==> config.mk <==
export PLATFORM = sky130hd
export DESIGN_NAME = sps_regs
export DESIGN_NICKNAME = d
export VERILOG_FILES = /design/src/rtl/sps_pkg.sv /design/src/rtl/sps_regs.sv
export SDC_FILE = /design/constraint.sdc
export NUM_CORES = 1
export LEC_CHECK = 0
export BUFFER_PORTS_ARGS = -buffer_cell sky130_fd_sc_hd__buf_2
export CAP_MARGIN = 40
export CORE_MARGIN = 5
export CORE_UTILIZATION = 45
export CTS_BUF_LIST = sky130_fd_sc_hd__clkbuf_4 sky130_fd_sc_hd__clkbuf_8
export DETAILED_ROUTE_END_ITERATION = 10
export PLACE_DENSITY = 0.95
export SYNTH_ARGS = -nofsm -noshare
export SYNTH_HDL_FRONTEND = slang
export SYNTH_SLANG_ARGS = --single-unit
export TNS_END_PERCENT = 50
==> constraint.sdc <==
create_clock -name clk -period 3.31 [get_ports clk]
set_input_delay 0.662 -clock clk [delete_from_list [all_inputs] [get_ports clk]]
set_output_delay 0.662 -clock clk [all_outputs]
set_load 0.01 [all_outputs]
==> src/rtl/sps_pkg.sv <==
package sps_pkg;

  localparam int CMD_W       = 2;
  localparam int DEG_W       = 16;
  localparam int SPR_W       = 14;
  localparam int IVL_W       = 9;
  localparam int STEPS_W     = 20;
  localparam int ELAPSED_W   = 10;
  localparam int PROD_W      = 29;
  localparam int QUOT_W      = 21;
  localparam int ADDR_W      = 4;
  localparam int DATA_W      = 32;

  localparam logic [CMD_W-1:0] CMD_TICK = 2'd0;
  localparam logic [CMD_W-1:0] CMD_MOVE = 2'd1;
  localparam logic [CMD_W-1:0] CMD_STOP = 2'd2;

  localparam logic [1:0] REG_MODE     = 2'd0;
  localparam logic [1:0] REG_SPR      = 2'd1;
  localparam logic [1:0] REG_INTERVAL = 2'd2;

  localparam logic [SPR_W-1:0]     SPR_MAX      = 14'd8192;
  localparam logic [SPR_W-1:0]     SPR_RESET    = 14'd200;
  localparam logic [IVL_W-1:0]     IVL_MAX      = 9'd500;
  localparam logic [IVL_W-1:0]     IVL_RESET    = 9'd10;
  localparam logic [ELAPSED_W-1:0] ELAPSED_MAX  = 10'd1023;

  // 360 = 8 * 45: shift by three, then multiply by floor(2^32 / 45)
  localparam int               DIV_SHIFT = 3;
  localparam int               RECIP_SH  = 32;
  localparam logic [26:0]      RECIP     = 27'd95443717;
  localparam logic [26:0]      DIV_ODD   = 27'd45;

  typedef struct packed {
    logic                 half_step_mode;
    logic [SPR_W-1:0]     steps_per_rev;
    logic [IVL_W-1:0]     step_interval;
  } cfg_t;

  typedef struct packed {
    logic [CMD_W-1:0]   cmd;
    logic               fwd;
    logic [STEPS_W-1:0] steps;
  } item_t;

endpackage

==> src/rtl/sps_regs.sv <==
module sps_regs (
  input  logic                          clk,
  input  logic                          rst_n,
  input  logic                          psel,
  input  logic                          penable,
  input  logic                          pwrite,
  input  logic [sps_pkg::ADDR_W-1:0]    paddr,
  input  logic [sps_pkg::DATA_W-1:0]    pwdata,
  output logic [sps_pkg::DATA_W-1:0]    prdata,
  output logic                          pready,
  output sps_pkg::cfg_t                 cfg
);
  import sps_pkg::*;

  cfg_t             cfg_r;
  cfg_t             cfg_nxt;
  logic             wr;
  logic [1:0]       idx;
  logic [SPR_W-1:0] spr_w;
  logic [IVL_W-1:0] ivl_w;

  assign pready = 1'b1;
  assign wr     = psel && penable && pwrite;
  assign idx    = paddr[3:2];
  assign spr_w  = pwdata[SPR_W-1:0];
  assign ivl_w  = pwdata[IVL_W-1:0];

  always_comb begin
    cfg_nxt = cfg_r;
    if (wr) begin
      case (idx)
        REG_MODE:     cfg_nxt.half_step_mode = pwdata[0];
        REG_SPR:      cfg_nxt.steps_per_rev  = (spr_w > SPR_MAX) ? SPR_MAX : spr_w;
        REG_INTERVAL: cfg_nxt.step_interval  = (ivl_w > IVL_MAX) ? IVL_MAX : ivl_w;
        default:      cfg_nxt = cfg_r;
      endcase
    end
  end

  always_ff @(posedge clk) begin
    if (!rst_n) begin
      cfg_r.half_step_mode <= 1'b1;
      cfg_r.steps_per_rev  <= SPR_RESET;
      cfg_r.step_interval  <= IVL_RESET;
    end else begin
      cfg_r <= cfg_nxt;
    end
  end

  always_comb begin
    case (idx)
      REG_MODE:     prdata = {{(DATA_W-1){1'b0}}, cfg_r.half_step_mode};
      REG_SPR:      prdata = {{(DATA_W-SPR_W){1'b0}}, cfg_r.steps_per_rev};
      REG_INTERVAL: prdata = {{(DATA_W-IVL_W){1'b0}}, cfg_r.step_interval};
      default:      prdata = '0;
    endcase
  end

  assign cfg = cfg_r;

endmodule

======== Yosys cells after proc, flatten, opt, wreduce, memory -nomap -nowiden ========
Index checks and enable logic that the tools add are counted.
cells by class
  muxes and demuxes ....................... 3
  reduce and logical (&&, ||, !) cells .... 6
  order comparisons ....................... 2
  eq/ne operators ......................... 2
operators with widths
  operator                number
  $pmux W14 S3            1
  $gt A14 B14 Y1 const B  1
  $mux W14                1
  $gt A9 B9 Y1 const B    1
  $mux W9                 1
  $reduce_and A2 Y1       3
  $eq A2 B1 Y1 const B    1
  $eq A2 B2 Y1 const B    1
  $logic_and A1 B1 Y1     2
  $logic_not A2 Y1        1
storage, ports and cells
  logic and storage cells ................. 16
  input bits .............................. 41
  output and inout port bits .............. 57
  register bits after elaboration ......... 24

======== Logic depth before layout (Yosys ltp) ========
  word-level depth ........................ 3
  gate-level depth with buffers ........... 5
  gate-level depth less buffers ........... 3

======== Least setup slack after synthesis ========
OpenSTA, ideal clock, no wires.
  path type ............................... input to output
  start point ............................. in paddr[2] (netlist name)
  end point ............................... out prdata[8] (netlist name)
  arrival time ............................ 1.325 ns
  required time ........................... 2.648 ns
  path buffers ............................ 2
  slack ................................... 1.323 ns
  stages on the path ...................... 4
  cell sequence ........................... nor2b_1 buf_2 buf_2 a22o_1
on the way
  cells in the longest elaborated chain, start to end .. 2
  elaborated cells between the ends (all ways) .. 4
  those cells by class .................... eq/ne: 2; mux: 1; reduce/logical: 1
RTL lines
  what                                        RTL line        RTL
  start: declaration                          sps_regs.sv:7   input logic [sps_pkg::ADDR_W-1:0] paddr,
  $eq A2 B2 Y1, or another cell as far along  sps_regs.sv:51  case (idx)
  $pmux W14 S3 *                              sps_regs.sv:51
  end: declaration                            sps_regs.sv:9   output logic [sps_pkg::DATA_W-1:0] prdata,
Every way passes the cells marked *; elsewhere a longest branch is shown, timed or not.

======== Final worst setup path ========
Ends and elaborated chain as after synthesis.

==> flow_metrics.py <==
metrics = {
    "status": {
        "outcome": "finished clean",
    },
    "sta": {
        "setup_viol": 0,
        "slew_headroom": 0.554,
        "rsz0062_at_grt": "no",
        "period_minus_slack_ns": 2.17,
        "hold_slack_ns": 0.474,
        "worst_slack_ns": 1.14,
        "setup_tns_ns": 0,
        "post-route-period-util": 0.657,
        "drv_slew": 0,
        "fmax_mhz": 460,
        "hold_viol": 0,
        "clock_skew_ns": 0,
        "tightest_slew_ns": 0.670,
    },
    "global_routing": {
        "antenna_found_initial": 0,
        "grt_max_degree": 42,
        "grt_pass1_vias": 1149,
        "grt_pass1_wl_mm": 5.29,
        "grt_usage": 0.158,
        "grt-ovfl-total": 0,
    },
    "pwr": {
        "max-vdd-ir-drop_v": 0.000255,
        "totalPowerFinal_mw": 0.498,
        "clkPwrFrac": 0.249,
        "leakagePower_nw": 0.725,
        "p_int_mw": 0.363,
        "power_density_nw_per_um2": 320,
        "p_switching_mw": 0.134,
        "p_sw_frac": 0.270,
        "seq_power_share": 0.593,
        "comb_power_share": 0.158,
    },
    "routing": {
        "viasPerCell": 5.18,
        "wl_mm": 3.30,
        "drt_iter0_markers": 45,
        "drtAntennaViolNets": 0,
        "via_count": 1222,
        "first_pass_iters": 4,
        "drc": 0,
        "wire_per_inst_um": 14.0,
    },
    "floorplan": {
        "die-area_um2": 4160,
        "num_rows": 19,
        "die_y_um": 64.5,
        "start_util": 0.476,
        "core_area_um2": 2810,
        "io_pins": 98,
        "die_x_um": 64.5,
    },
    "clocking": {
        "postCtsHoldBufs": 0,
        "cts_tree": "done",
        "clock_latency_ns": 0.31,
        "postCtsSetupBuffers": 0,
        "clockRootBuffer": "clkbuf_4",
        "cts_inserted_buffers": 3,
        "cts_resized": 0,
        "cts.sinks": 24,
        "clk_pin_slew_ns": 0.12,
        "htree_levels": 1,
        "cts_max_path_buffers": 2,
    },
    "setup_path": {
        "crit_path_cell_trace": "buf_2 -> nor2b_1 -> buf_4 -> a22o_1 -> buf_2",
        "ff2ff_path_depth": 1,
        "critPathTopFamily": "buffers and inverters",
        "critPathBufInv": 3,
        "startpoint": "paddr[2]",
        "cp-endpoint": "prdata[8]",
        "cp_num_cells": 5,
        "timing.rr.end": "cfg[2]$_SDFFE_PN0P_",
        "crit_slowest_cell": "a22o_1",
        "worstPathMaxFanout": 17,
        "r2r_setup_slack_ns": 2.62,
        "cpMostUsedCell": "buf_2",
        "crit_path_end_kind": "output pin",
        "criticalPathCategory": "in -> out",
        "crit_path_max_incr_delay_ns": 0.25,
        "reg2reg_from": "cfg[2]$_SDFFE_PN0P_",
        "cp-start-kind": "primary input",
        "cp.required_ns": 2.65,
        "arrival_ns": 1.51,
    },
    "layout": {
        "fillers": 287,
        "final_nets": 248,
        "stdcell_count": 236,
        "largest_register_ffs": 24,
        "layout-drive-gt1-share": 0.317,
        "area_delta_synth_final_pct": 16.3,
        "diodes": 0,
    },
    "synth": {
        "yosysMostFrequentCell": "dfxtp_1",
        "netlist_area_um2": 1340,
        "synth-main-ff-cell": "dfxtp_1",
        "synth_top_cell_by_area": "dfxtp_1",
        "synth_common_cells": "dfxtp_1, buf_4, nand2_1",
        "synth_edf_count": 0,
        "yosysTopAreaCellShare": 0.360,
        "async_flop_share": 0,
        "synthCells": 157,
        "yosysWarnings": 0,
        "ys_top_cells_by_area": "dfxtp_1, buf_4, mux2i_1",
        "avgSynthCellArea_um2": 8.50,
        "synth_seq_cells": 24,
        "ys_seq_area_frac": 0.360,
        "synth_cell_type_count": 27,
    },
    "placed_design": {
        "hpwlAfterDp_mm": 2.39,
        "preCtsSetupSlack_ns": 1.15,
        "io_buffers": 58,
        "dp.cells": 233,
        "gp_congestion": 0.760,
    },
    "worst_hold_path": {
        "hold_start": "cfg[4]$_SDFFE_PN0P_",
        "hold_path_class": "reg -> reg",
    },
    "run": {
        "drv_cap": 0,
    },
}
[metrics by stage]
| step | util | instance area [um^2] |
|---|---|---|
| after floorplan | - | 1400 |
| after global placement | 0.545 | 1530 |
| after detailed placement | 0.545 | 1530 |
| after CTS | 0.554 | 1550 |
| after global routing | 0.554 | 1550 |
| final | 0.554 | 1550 |
[cells in the final DEF, fill, tap and decap left out, types with 6 or more instances in the layout]
cell / netlist / final
nand3b_1: 11 / 11
o21ai_0: 10 / 10
mux2i_1: 11 / 11
nand2_1: 18 / 18
a22o_1: 8 / 8
buf_2: 5 / 58
nand4_1: 8 / 8
nand3_1: 6 / 6
conb_1: 2 / 19
dfxtp_1: 24 / 24
[area by class of cell]
type	count	area, um^2	area share
multi-input cells	115	691	0.445
clock buffers	3	22.5	0.0145
repair buffers	61	313	0.201
well taps	31	38.8	0.0250
inverters	2	7.51	0.00483
flip-flops and latches	24	480	0.309
[power groups by stage]
stage	Clock [mW]	Sequential [mW]	Combinational, mW
after floorplan	0	0.303	0.0642
after global placement	0	0.301	0.0761
after detailed placement	0	0.302	0.0772
after CTS	0.129	0.295	0.0775
after global routing	0.147	0.296	0.0863
final	0.124	0.295	0.0785
[worst min-delay path by stage]
stage                     depth (start not counted)              endpoint  slack [ns]
after global placement                            2  cfg[20]$_SDFFE_PN0P_        0.45
after CTS                                         2  cfg[22]$_SDFFE_PN0P_        0.48
after global routing                              2  cfg[19]$_SDFFE_PN0P_        0.50
after floorplan                                   2  cfg[22]$_SDFFE_PN0P_        0.48
after detailed placement                          2  cfg[22]$_SDFFE_PN0P_        0.45
final                                             2   cfg[4]$_SDFFE_PN0P_        0.47
[metal layers]
metal	GRT usage	vias to the layer above	routed length (um)
met5	0	-	0
met4	0.0501	0	59
met3	0.0518	8	289
met2	0.251	57	1520
met1	0.202	547	1430
li1	-	610	-
[kinds of logic after synthesis]
| group | share of synthesized area |
|---|---|
| compound gates | 0.127 |
| other cells | 0.00563 |
| flops | 0.360 |
| simple gates | 0.254 |
| mux | 0.0825 |
| buf+inv | 0.171 |
(Power assumes the default switching activity.)
