### src/rtl/sps_pkg.sv
package sps_pkg;

  localparam int CMD_W       = 2;
  localparam int DEG_W       = 16;
  localparam int SPR_W       = 14;
  localparam int IVL_W       = 9;
  localparam int STEPS_W     = 20;
  localparam int ELAPSED_W   = 10;
  localparam int PROD_W      = 29;
  localparam int QUOT_W      = 21;
  localparam int ADDR_W      = 4;
  localparam int DATA_W      = 32;

  localparam logic [CMD_W-1:0] CMD_TICK = 2'd0;
  localparam logic [CMD_W-1:0] CMD_MOVE = 2'd1;
  localparam logic [CMD_W-1:0] CMD_STOP = 2'd2;

  localparam logic [1:0] REG_MODE     = 2'd0;
  localparam logic [1:0] REG_SPR      = 2'd1;
  localparam logic [1:0] REG_INTERVAL = 2'd2;

  localparam logic [SPR_W-1:0]     SPR_MAX      = 14'd8192;
  localparam logic [SPR_W-1:0]     SPR_RESET    = 14'd200;
  localparam logic [IVL_W-1:0]     IVL_MAX      = 9'd500;
  localparam logic [IVL_W-1:0]     IVL_RESET    = 9'd10;
  localparam logic [ELAPSED_W-1:0] ELAPSED_MAX  = 10'd1023;

  // 360 = 8 * 45: shift by three, then multiply by floor(2^32 / 45)
  localparam int               DIV_SHIFT = 3;
  localparam int               RECIP_SH  = 32;
  localparam logic [26:0]      RECIP     = 27'd95443717;
  localparam logic [26:0]      DIV_ODD   = 27'd45;

  typedef struct packed {
    logic                 half_step_mode;
    logic [SPR_W-1:0]     steps_per_rev;
    logic [IVL_W-1:0]     step_interval;
  } cfg_t;

  typedef struct packed {
    logic [CMD_W-1:0]   cmd;
    logic               fwd;
    logic [STEPS_W-1:0] steps;
  } item_t;

endpackage

### src/rtl/sps_core.sv
module sps_core #(
  parameter int NUM_COILS = 4
) (
  input  logic                           clk,
  input  logic                           rst_n,
  input  logic                           adv,
  input  logic                           item_valid,
  input  sps_pkg::item_t                 item,
  input  sps_pkg::cfg_t                  cfg,
  output logic                           out_valid,
  output logic [NUM_COILS-1:0]           out_coils,
  output logic                           out_stepped,
  output logic                           out_busy_res,
  output logic [sps_pkg::STEPS_W-1:0]    out_remaining
);
  import sps_pkg::*;

  localparam int PW = $clog2(NUM_COILS);

  logic [PW-1:0]        phase_r, phase_nxt;
  logic                 half_r, half_nxt;
  logic [STEPS_W-1:0]   steps_left_r, steps_left_nxt;
  logic                 fwd_r, fwd_nxt;
  logic [ELAPSED_W-1:0] elapsed_r, elapsed_nxt;
  logic [NUM_COILS-1:0] pat_r, pat_nxt;

  logic                 ov_r;
  logic [NUM_COILS-1:0] coils_r;
  logic                 stepped_r;
  logic                 busy_r;
  logic [STEPS_W-1:0]   rem_r;

  logic                 upd;
  logic                 step_w;
  logic [ELAPSED_W-1:0] elapsed_inc;
  logic [PW-1:0]        rot;

  assign upd         = adv && item_valid;
  assign elapsed_inc = (elapsed_r == ELAPSED_MAX) ? ELAPSED_MAX : elapsed_r + 1'b1;
  assign rot         = fwd_r ? phase_r + 1'b1 : phase_r - 1'b1;
  assign step_w      = (item.cmd == CMD_TICK) && (elapsed_inc > {1'b0, cfg.step_interval})
                       && (steps_left_r != '0);

  always_comb begin
    phase_nxt      = phase_r;
    half_nxt       = half_r;
    steps_left_nxt = steps_left_r;
    fwd_nxt        = fwd_r;
    elapsed_nxt    = elapsed_r;
    pat_nxt        = pat_r;
    case (item.cmd)
      CMD_TICK: begin
        elapsed_nxt = elapsed_inc;
        if (step_w) begin
          elapsed_nxt    = '0;
          steps_left_nxt = steps_left_r - 1'b1;
          pat_nxt        = NUM_COILS'(1) << phase_r;
          if (cfg.half_step_mode) begin
            if (!half_r) begin
              half_nxt = 1'b1;
            end else begin
              pat_nxt   = pat_nxt | (NUM_COILS'(1) << rot);
              half_nxt  = 1'b0;
              phase_nxt = rot;
            end
          end else begin
            phase_nxt = rot;
          end
        end
      end
      CMD_MOVE: begin
        if (steps_left_r == '0) begin
          steps_left_nxt = item.steps;
          fwd_nxt        = item.fwd;
          elapsed_nxt    = '0;
        end
      end
      CMD_STOP: steps_left_nxt = '0;
      default:  ;
    endcase
  end

  always_ff @(posedge clk) begin
    if (!rst_n) begin
      phase_r      <= '0;
      half_r       <= 1'b0;
      steps_left_r <= '0;
      fwd_r        <= 1'b0;
      elapsed_r    <= '0;
      pat_r        <= '0;
      ov_r         <= 1'b0;
    end else begin
      if (adv) begin
        ov_r <= item_valid;
      end
      if (upd) begin
        phase_r      <= phase_nxt;
        half_r       <= half_nxt;
        steps_left_r <= steps_left_nxt;
        fwd_r        <= fwd_nxt;
        elapsed_r    <= elapsed_nxt;
        pat_r        <= pat_nxt;
      end
    end
  end

  always_ff @(posedge clk) begin
    if (upd) begin
      coils_r   <= pat_nxt;
      stepped_r <= step_w;
      busy_r    <= steps_left_nxt != '0;
      rem_r     <= steps_left_nxt;
    end
  end

  assign out_valid     = ov_r;
  assign out_coils     = coils_r;
  assign out_stepped   = stepped_r;
  assign out_busy_res  = busy_r;
  assign out_remaining = rem_r;

  a_coil_count: assert property (@(posedge clk) disable iff (!rst_n)
    ov_r |-> $countones(coils_r) <= 2)
    else $error("more than two coils driven");

  a_no_growth: assert property (@(posedge clk) disable iff (!rst_n)
    upd && (item.cmd != CMD_MOVE) |=> steps_left_r <= $past(steps_left_r))
    else $error("step count grew without a move");

  a_hold: assert property (@(posedge clk) disable iff (!rst_n)
    !upd |=> $stable(steps_left_r) && $stable(phase_r) && $stable(pat_r))
    else $error("state changed without a transfer");

endmodule

### config.mk
export PLATFORM = sky130hd
export DESIGN_NAME = sps_core
export DESIGN_NICKNAME = d
export VERILOG_FILES = /design/src/rtl/sps_pkg.sv /design/src/rtl/sps_core.sv
export SDC_FILE = /design/constraint.sdc
export NUM_CORES = 1
export LEC_CHECK = 0
export BUFFER_PORTS_ARGS = -buffer_cell sky130_fd_sc_hd__buf_4
export CORE_MARGIN = 2
export CORE_UTILIZATION = 51
export CTS_CLUSTER_SIZE = 28
export DETAILED_ROUTE_END_ITERATION = 8
export GPL_ROUTABILITY_DRIVEN = 0
export GPL_TIMING_DRIVEN = 1
export PLACE_DENSITY_LB_ADDON = 0.3
export SETUP_SLACK_MARGIN = 0.15
export SLEW_MARGIN = 20
export SYNTH_ARGS = -nofsm -noshare
export SYNTH_HDL_FRONTEND = slang
export SYNTH_SLANG_ARGS = --single-unit
### constraint.sdc
create_clock -name clk -period 10.2 [get_ports clk]
set_input_delay 2.55 -clock clk [delete_from_list [all_inputs] [get_ports clk]]
set_output_delay 2.55 -clock clk [all_outputs]
set_load 0.005 [all_outputs]
# Yosys cells after proc, flatten, opt, wreduce, memory -nomap -nowiden
# Index checks and enable logic that the tools add are counted.
totals:
  reg_bits: 65
  inputBits: 51
  output_inout_bits: 27
  wordCells: 51
op_classes:
  n_addsub: 4
  n_lt_le_gt_ge: 1
  eq_ne: 5
  shift: 2
  mux: 15
  n_bitwise: 1
  n_reduce_logical: 12
op_table:
  columns: ["cell", "count"]
  rows:
  - ["one-hot mux 20 bit (3 select lines)", 1]
  - ["two-way mux 20 bit", 2]
  - ["nonzero test 20 bit", 2]
  - ["two-way mux 10 bit", 3]
  - ["logical NOT 20 bit", 1]
  - ["one-hot mux 10 bit (2 select lines)", 1]
  - ["subtractor 20 x 1 -> 20 bit, second input constant", 1]
  - ["two-way mux 4 bit", 4]
  - ["adder 10 x 1 -> 10 bit, second input constant", 1]
  - ["== test 10 bit, second input constant", 1]
  - ["greater-than comparator 10 x 9 -> 1 bit", 1]
  - ["AND reduction 4 bit", 2]
  - ["left shift 1 x 2 -> 4 bit, first input constant", 2]
  - ["two-way mux 2 bit", 3]
  - ["AND reduction 3 bit", 2]
  - ["bitwise OR 4 bit", 1]
  - ["logical AND 1 bit", 3]
  - ["adder 2 x 1 -> 2 bit, second input constant", 1]
  - ["== test 2 x 1 -> 1 bit, second input constant", 1]
  - ["== test 2 bit, second input constant", 1]
  - ["logical NOT 2 bit", 1]
  - ["inequality test 2 x 1 -> 1 bit, second input constant", 1]
  - ["inequality test 2 bit, second input constant", 1]
  - ["nonzero test 2 bit", 1]
  - ["other kinds (2)", 2]

# Depth between registers and ports, before layout
# Gate-level depths: netlist of the first run.
logic_depth:
  ltp_word: 8
  mapped_depth: 17
  ltp_nobuf: 15

# Least setup slack after synthesis of the first run
# No wires, ideal clock.
synth_timing:
  kind: "input -> register"
  startpoint: "input port cfg[7] in the netlist's numbering"
  endpoint: "register busy_r, in the netlist out_busy_res, data pin"
  setup_time_ps: 273
  t_arrival_ps: 4595
  required_ps: 9927
  setup_slack_ps: 5332
  cell_stages: 12
  cell_sequence: "inv_1 -> ha_1 -> a22o_1 -> nor4_1 -> o221a_2 -> o31a_4 -> nor2_2 -> buf_6 -> a221oi_2 -> nand4b_1 -> nor4_2 -> nand4_1"
synth_via:
  elab_chain_cells: 6
synth_lines:
  columns: ["element", "line_no", "text"]
  rows:
  - ["start, declared", "sps_core.sv:9", "input sps_pkg::cfg_t cfg,"]
  - ["greater-than comparator 10 x 9 -> 1 bit", "sps_core.sv:41", "assign step_w = (item.cmd == CMD_TICK) && (elapsed_inc > {1'b0, cfg.step_interval})"]
  - ["logical AND 1 bit", "sps_core.sv:41", null]
  - ["logical AND 1 bit", "sps_core.sv:42", "&& (steps_left_r != '0);"]
  - ["via step_w", "sps_core.sv:34", "logic step_w;"]
  - ["two-way mux 20 bit", "sps_core.sv:54", "if (step_w) begin"]
  - ["one-hot mux 20 bit (3 select lines)", "sps_core.sv:51", "case (item.cmd)"]
  - ["nonzero test 20 bit", "sps_core.sv:111", "busy_r <= steps_left_nxt != '0;"]
  - ["end signal, assigned", "sps_core.sv:111", null]
  - ["end, declared", "sps_core.sv:30", "logic busy_r;"]
# The timed path passes the listed nets, and every way through them passes these cells.
# A chain may end at the register's enable or synchronous reset.

# Final worst setup path of the first run
layout_timing:
  startpoint: "input port cfg[5] in the netlist's numbering"
  endpoint: "register busy_r, in the netlist out_busy_res, data pin"
layout_via:
  elab_chain_cells: 6
layout_lines:
  columns: ["element", "line_no"]
  rows:
  - ["greater-than comparator 10 x 9 -> 1 bit", "sps_core.sv:41"]
  - ["logical AND 1 bit", "sps_core.sv:41"]
  - ["logical AND 1 bit", "sps_core.sv:42"]
  - ["two-way mux 20 bit", "sps_core.sv:54"]
  - ["one-hot mux 20 bit (3 select lines)", "sps_core.sv:51"]
  - ["nonzero test 20 bit", "sps_core.sv:111"]
# Every way passes these cells.

==> results, run 1 <==
- The flow ran to the end, and the final reports show no timing, DRC or antenna violations.
- In this run the critical register-to-register path is captured at out_busy_res.
- The worst hold path belongs to the class reg -> reg.
- The timing-limited maximum frequency is 188 MHz.
- Clock skew on the completed layout was measured at 0.0134 ns.
- The fraction of layout instances using a drive strength above 1 is 23.9%.
- After synthesis, the most frequently instantiated cells are 56 x sky130_fd_sc_hd__nand2_1, 39 x sky130_fd_sc_hd__dfxtp_1, 28 x sky130_fd_sc_hd__inv_1.
- After clock tree synthesis, the setup repair step added 0 buffers.
- Yosys printed 0 warnings.
- The layout-stage area growth over the synthesis result is 16.9%.
- Of the post-synthesis cell area, the dominant cell type holds 19.0%.
- The startpoint identified for the worst register-to-register timing path is elapsed_r[0].
- The area of the mapped netlist is 4110 um2.
- For this run the aggregate overflow at the end of global routing stands at 0.
- The number of different library cells used by synthesis comes to 79.
- The kind of critical path is in -> reg.
- The floorplan has 32 rows.
- The worst hold endpoint is pat_r[0].
- Max-cap violations in this run came to 0.
- Once detail routing completed, the nets flagged for antenna violations numbered 0.
- The maximum single-stage delay on the critical path is 0.55 ns.
- The most instantiated library cell after synthesis is sky130_fd_sc_hd__nand2_1.
- The number of global-route vias before repair was 3,300.
- The minimum period implied by the final worst setup slack is 5.31 ns.
- Combinational cells account for 17.0% of the total power.
- The count of buffers inserted at the top-level ports is 63.
- The clock edge transition at the registers on the reported setup and hold paths is 0.08 ns.
- The die covers 8780 um2.
- The depth of the CTS H-tree is 3.
- The worst setup path is launched from an input port.
- The HPWL after detailed placement is 6.99 mm.
- The final-stage net count is 559.
- The initial antenna violation count is 0.
- The detailed-router iteration count before antenna repair is 6.
- The total CTS buffers is 9.
- Traced cell by cell, the critical path runs through buf_4 -> inv_1 -> ha_1 -> nand4_1 -> o221a_2 -> o31a_4 -> nor2_2 -> a311oi_1 -> nor3_1 -> and3_1 -> nand4_1.
- The flip-flop and latch count after synthesis is 65.
- The later-pin clock latency in the skew report is 0.34 ns.
- No sink is reached through more buffers than the 2 on the longest clock path.
- The cell count after synthesis came out at 446.
- The repair_antennas step left the layout with diodes totalling 0.
- Measured in cells, the most critical reg-to-reg path has a length of 13.
- The most common cell type on the critical path is sky130_fd_sc_hd__nand4_1.
- The power share of the clock group is 36.7%.
- In the routed layout, each cell is associated on average with a via count of 5.98.
- Of the total power, registers draw 46.3%.
- The wire length per cell is 16.2 um.
- At the worst endpoint, the required time is 10.27 ns.
- In this run the static leakage power is 2.07 nW.
- Setup violations remaining at the end of the flow were counted as 0.
- The source of the worst hold timing path is pat_r[0].
- The wire length of the first global-routing pass is 16.1 mm.
- The cell taking the most area after synthesis is sky130_fd_sc_hd__dfxtp_1.
- Sorting the synthesized cells by area gives the leading types as sky130_fd_sc_hd__dfxtp_1 19%, sky130_fd_sc_hd__edfxtp_1 19%, sky130_fd_sc_hd__nand2_1 5.1%, sky130_fd_sc_hd__o211a_1 3.4%, sky130_fd_sc_hd__ha_1 3.4%.
- The setup check on the worst reg-to-reg path leaves a slack of 5.72 ns.
- Setup repair after global routing left no endpoint under its margin.
- The number of gates resized after CTS was 0.
- Along the worst path, the maximum fanout reaches 13.
- In this run the count of I/O pins placed on the die edge is 78.
- The worst hold path cell count is 2.
- In this run switching power makes up 26.7% of total power.
- In the post-route analysis, the smallest setup slack over all paths is 4.89 ns.
- The initial cell density of the core is 52.9%.
- The number of hold violations in the final report is 0.
- The worst setup slack before clock tree synthesis is 4.58 ns.
- After clock tree synthesis, the flow added hold-fix buffers numbering 0.
- The die is 93.7 um tall.
- The routed design has 9.78 mm of wire.
- The endpoint class of the critical path is a flop.
- The max-slew violation count is 0.
- The core region is 7770 um2.
- The max-slew headroom at the worst pin is 43.5%.
- The count of flip-flops with a built-in enable after synthesis is 26.
- The net load switching power is 168 uW.
- In this run the mean area of a mapped cell was 9.20 um2.
- The finished layout cell area is 4800 um2.
- The die width is 93.7 um.
- The transition time of the tightest slew-check pin is 0.848 ns.
- The global-route usage over all layers is 23.4%.
- The synthesized netlist net count is 508.
- Measured on the finished design, the core utilization comes to 61.8%.
- The slowest library cell on the worst path is sky130_fd_sc_hd__nor2_2.
- Sequential elements use 38.0% of the synthesized area.
- The detailed router placed 3,614 vias in this run.
- Clock tree synthesis found a total of 65 sinks.
- The post-synthesis async set-or-reset flop share is 0%.
- The number of remaining DRC errors is 0.
- The critical path data arrival time is 5.38 ns.
- The library cell used as clock root buffer is sky130_fd_sc_hd__clkbuf_8.
- The most used flip-flop cell after synthesis is sky130_fd_sc_hd__dfxtp_1.
- The number of DRC violations after detailed-routing iteration 0 is 237.
- Entering global routing, the biggest net connects 69 pins.
- The CTS tree is done.
- The maximum resistive drop on vdd is 0.0647 mV.
- For the final routed database, the setup TNS stands at 0 ns.
- The tightest hold path in the finished design has a slack of 0.468 ns.
- Cell internal power was estimated by the tool at 460 uW.
- Once placement finished, the instance area stood at 4590 um2.
- For this design the ratio of total power to cell area is 131 nW/um2.
- The final clock period utilization by the worst path is 52.0%.
## metal layers
layer | vias up | GRT usage, % | wire length (um)
met2 | 147 | 36.3 | 4620
li1 | 1748 | - | -
met5 | - | 0 | 0
met3 | 19 | 4.49 | 671
met4 | 0 | 8.70 | 179
met1 | 1700 | 32.4 | 4310
## power groups by stage
stage / registers (mW) / logic, mW / clock network (mW)
2_1_floorplan: 0.294 / 0.0713 / 0
3_3_place_gp: 0.295 / 0.103 / 0
3_5_place_dp: 0.296 / 0.105 / 0
4_1_cts: 0.290 / 0.106 / 0.233
5_1_grt: 0.291 / 0.117 / 0.243
6_report: 0.290 / 0.107 / 0.230
## placed cells by master (no fill, tap or decap), drive strengths merged, types with 11 or more instances in the layout
master  Yosys  layout
o211a      14      14
nand2      59      59
nor2b      13      13
dfxtp      39      39
inv        28      29
nor2       29      29
a21oi      19      19
edfxtp     26      26
nand3      16      16
clkbuf     14      14
nor3       18      18
ha         11      11
buf        10      64
o21ai      12      12
a22oi      12      12
nor4       14      14
## state kept, by name, summed over array words and instances (netlist names), 2 cells and up
| name | count |
|---|---|
| elapsed_r | 10 |
| steps_left_r | 20 |
| out_remaining | 20 |
| out_coils | 4 |
| phase_r | 2 |
| pat_r | 4 |
## logic make-up after synthesis
kind of cell | Yosys count | share of synthesized area (%)
AO/OA/AOI/OAI | 104 | 20.3
XOR/XNOR | 5 | 1.07
adder cells (fa/ha/maj) | 11 | 3.35
buffers and inverters | 53 | 5.73
flip-flops | 65 | 38.0
multiplexers | 9 | 2.29
AND/OR/NAND/NOR | 199 | 29.2
## worst max-delay path: cells and delay by family
family                     cells  cell delay, ns
and+or+nand+nor                5            1.48
AOI/OAI and AO/OA              3            0.93
buffers and inverters          2            0.11
adders and majority gates      1            0.30
## through the flow
step                      std cells  power [mW]
after floorplan                 446       0.365
after global placement          588       0.398
after detailed placement        588       0.401
after CTS                       604       0.628
after global routing            604       0.652
final                           604       0.627
## cell type report
cell class,count,area (um2)
Multi-Input combinational cell,328,2310
Fill cell,711,2970
Clock buffer,14,173
Tap cell,102,128
Timing Repair Buffer,64,480
Clock inverter,2,37.5
Sequential cell,65,1560
Inverter,29,109
## how the worst max path moves through the flow
stage / from / to / slack, ns / depth (start not counted)
after floorplan: cfg[7] / out_busy_res / 5.33 / 12
after global placement: cfg[5] / out_busy_res / 4.62 / 11
after detailed placement: cfg[5] / out_busy_res / 4.58 / 11
after CTS: cfg[5] / out_busy_res / 4.92 / 11
after global routing: cfg[5] / out_busy_res / 4.71 / 11
final: cfg[5] / out_busy_res / 4.89 / 11
No activity file was read; power rests on OpenSTA's default activity.
==> run 2, diff against run 1 <==
- ABC_AREA: not set -> 1
- clock period: 10.2 -> 5 ns (I/O delays scaled with it)
==> run 2 against run 1 <==
Compared with the run above: cell count rose by 31%; non-clock buffer count up 3; first-iteration DRC count decreased by 9.3%; setup slack got worse by 3.6 ns; core utilization decreased by 0.80 points; register-to-register slack worse by 4.5 ns; critical path type is now reg -> reg; critical endpoint unchanged; via count increased by 17%; global-route usage is 1.2 points higher; synthesized area increased by 3.8%; total power rose by 110%; largest cell class unchanged; clock power rose by 110%; clock skew down 0.0037 ns.
==> results, run 2 <==
- The met1 track utilization from global routing is 29.2%.
- During I/O placement, the number of pins put on the boundary was 78.
- In the global route stage, met2 resource usage came out at 43.4%.
- After layout, the worst setup slack is 1.25 ns.
- The number of standard-cell rows in the floorplan is 33.
- The flip-flop and latch count after synthesis is 65.
- The fraction of layout instances using a drive strength above 1 is 16.0%.
- The clock edge transition at the registers on the reported setup and hold paths is 0.08 ns.
- In the global route stage, overall resource usage came out at 24.6%.
- The area of the mapped netlist is 4260 um2.
- The critical path in this run is classified as reg -> reg.
- The leftover overflow at the end of global routing is 0.
- The transition time of the tightest slew-check pin is 0.732 ns.
- The number of remaining DRC errors is 0.
- The number of warning messages in the yosys log is 0.
- By area the synthesized netlist is led by sky130_fd_sc_hd__dfxtp_1 18%, sky130_fd_sc_hd__edfxtp_1 18%, sky130_fd_sc_hd__nand2_1 17%, sky130_fd_sc_hd__inv_1 7.7%, sky130_fd_sc_hd__a21oi_1 5.0%.
- Clock tree synthesis found a total of 65 sinks.
- TritonCTS created 9 clock buffers.
- The share of the Yosys chip area taken by registers is 36.6%.
- The critical path data required time is 5.11 ns.
- The die width is 95.4 um.
- After synthesis, the netlist uses 36 different library cells.
- The depth of the CTS H-tree is 3.
- Prior to clock tree synthesis, the placed netlist has a worst setup slack of 1.12 ns.
- The synthesized design contains 26 enable-type register cells.
- The wire length per cell is 13.3 um.
- Among all flip-flop cells after synthesis, the most frequent one is sky130_fd_sc_hd__dfxtp_1.
- During placement, the flow inserted port buffers numbering 63.
- The maximum resistive drop on vdd is 0.175 mV.
- The mean instance size in the synthesized netlist is 6.79 um2.
- For this run, the post-layout net count is 745.
- The slowest library cell on the worst path is sky130_fd_sc_hd__dfxtp_1.
- The ratio of total power to cell area is 266 nW/um2.
- At the later pin of the worst-skew pair, clock insertion delay measures 0.36 ns.
- The CTS tree is done.
- Once the floorplan was initialized, standard cells occupied 52.1% of the core.
- The critical path data arrival time is 3.86 ns.
- The library cell used most frequently in the layout, excluding fill and tap cells, is sky130_fd_sc_hd__nand2_1.
- The critical path goes through ha_1 -> nand2_1 -> nor3_2 -> nand3_1 -> o21ai_0 -> ha_1 -> nand2_1 -> nor2_1 -> nand2_1 -> nand3_1 -> nand2_1 -> nand2_1 -> nand2_1 -> nand2_1 -> nand2_1 -> nand2_4 -> nand3_4 -> inv_2 -> o21ai_0 -> nand2_1 -> nand3_1 -> nor2_1 -> nand3_1.
- Synthesis produced a netlist with a net count of 690.
- The initial antenna violation count is 0.
- The number of hold violations in the final report came to 0.
- The max-slew violation count is 0.
- The HPWL reported at the end of detailed placement is 7.51 mm.
- Entering global routing, the biggest net connects 48 pins.
- The post-CTS setup buffer count is 0.
- The aggregate routed wire length is 10.6 mm.
- In the layout the commonest cells are 189 x sky130_fd_sc_hd__nand2_1, 87 x sky130_fd_sc_hd__inv_1, 67 x sky130_fd_sc_hd__buf_4.
- The clock arrives with 0.00975 ns of skew.
- The number of global-route vias before repair came to 4,039.
- The final clock period utilization by the worst path is 75.0%.
- In this run the standard cell core region covers 8180 um2.
- Along the worst path, the maximum fanout reaches 19.
- The sum of buffers and inverters on the critical path is 1.
- The most common cell type on the critical path is sky130_fd_sc_hd__nand2_1.
- The die covers 9110 um2.
- The minimum period implied by the final worst setup slack is 3.75 ns.
- The first global-routing pass estimated 17.7 mm of wire.
- The flow ran to the end, and the final reports show no timing, DRC or antenna violations.
- Setup violations remaining at the end of the flow were counted as 0.
- From synthesis to final layout, the design area changed by 16.9%.
- After detailed routing, the number of vias per cell comes to 5.35.
- The number of standard cells after synthesis is 628.
- Setup repair after global routing left no endpoint under its margin.
- Broken down by cell family, the worst path's largest delay share belongs to simple AND/OR/NAND/NOR gates.
- The post-route antenna net violation count is 0.
- The endpoint class of the critical path is a flop.
- The top-area cell type share of the netlist area is 18.3%.
- The biggest area contributor in the post-synthesis netlist is sky130_fd_sc_hd__dfxtp_1.
- The floorplan step set the die height to 95.4 um.
- The total negative slack for setup checks is 0 ns.
- The largest single stage delay on the critical path is 0.40 ns.
- The clock passes through at most 2 buffers.
- The detailed-router iteration count before antenna repair is 7.
- In this run the most used layer during global routing was met2.
- Counting the fill cells in the layout gives 766.
- The total cell area at the placement stage is 4780 um2.
- The worst setup path is launched from a flop.
- The max-slew headroom at the worst pin is 50.9%.
- The detailed router finished its first iteration with 215 violations.
- The timing-limited maximum frequency is 267 MHz.
- The analysis attributes to cell leakage a power of 2.53 nW.
- The class of the tightest hold or removal check is reg -> reg.
- The most instantiated library cell after synthesis is sky130_fd_sc_hd__nand2_1.
- For this block, the via count after detailed routing is 4,246.
- The number of maximum-capacitance constraint violations is 0.
- Hold repair after CTS inserted 0 buffers.
- The finished cells cover 4980 um2.
- The number of antenna cells inserted is 0.
- For met3 alone, demand over resource in global routing was 5.45%.
- Sorting the synthesized cells by how often they occur yields 189 x sky130_fd_sc_hd__nand2_1, 87 x sky130_fd_sc_hd__inv_1, 52 x sky130_fd_sc_hd__nor2_1.
- For this run, asynchronously set or reset flops after synthesis account for 0%.
- Post-CTS repair changed the size of 0 cells.
- The library cell used as clock root buffer is sky130_fd_sc_hd__clkbuf_8.
run 2: changes by cell type after synthesis, sizes merged, moves of 8 or more:
cell	before	now
a21oi	19	43
a22oi	12	2
inv	28	89
nand2	59	195
nand2b	8	0
nand3	16	42
nor2	29	58
nor2b	13	0
nor3	18	4
o211a	14	0
o21ai	12	47
xor2	2	17
run 2: cell type report:
class | count | area [um2] | area share [%]
clock buffers | 9 | 124 | 2.49
flip-flops and latches | 65 | 1560 | 31.3
multi-input cells | 448 | 2230 | 44.8
clock inverters | 7 | 83.8 | 1.68
repair buffers | 67 | 503 | 10.1
well taps | 105 | 131 | 2.64
inverters | 92 | 345 | 6.93
run 2: logic make-up after synthesis:
| logic type | Yosys count | synth area share (%) |
|---|---|---|
| simple gates | 321 | 33.2 |
| buf+inv | 115 | 10.9 |
| compound gates | 98 | 12.3 |
| flops | 65 | 36.6 |
| xor+xnor | 18 | 3.70 |
| fa+ha+maj | 11 | 3.23 |
run 2: worst min-delay path, cell delays in order, from the launching register on:
cell,delay (ns)
sky130_fd_sc_hd__dfxtp_1,0.32
sky130_fd_sc_hd__nand2_1,0.06
sky130_fd_sc_hd__a21oi_1,0.05
run 2: stage by stage:
| stage | utilization, % | total power, mW | instances | hold slack, ns |
|---|---|---|---|---|
| 3_3_place_gp | 58.4 | 0.847 | 777 | 0.454 |
| 5_1_grt | 61.0 | 1.39 | 793 | 0.498 |
| 2_1_floorplan | - | 0.773 | 628 | 0.445 |
| 4_1_cts | 61.0 | 1.33 | 793 | 0.472 |
| 6_report | 61.0 | 1.33 | 793 | 0.472 |
| 3_5_place_dp | 58.4 | 0.853 | 777 | 0.459 |
run 2: layer usage:
metal | vias up | share of wire [%]
met2 | 145 | 50
met3 | 24 | 6.4
met1 | 1943 | 42
li1 | 2134 | -
met5 | - | 0
met4 | 0 | 2.4
run 2: power by group:
part | internal [mW] | switching (mW) | leakage (nW) | total (mW)
Clock | 0.241 | 0.240 | 0.103 | 0.481
Sequential | 0.577 | 0.0185 | 0.568 | 0.595
Combinational | 0.0943 | 0.156 | 1.85 | 0.250
run 2: path summary, 6_finish.rpt:
kind / slack (ns) / cells past startpoint / end / startpoint
setup / recovery: 1.25 / 23 / out_busy_res / elapsed_r[0]
hold / removal: 0.47 / 2 / elapsed_r[9] / elapsed_r[9]
hold reg to reg: 0.47 / 2 / elapsed_r[9] / elapsed_r[9]
setup reg to reg: 1.25 / 23 / out_busy_res / elapsed_r[0]
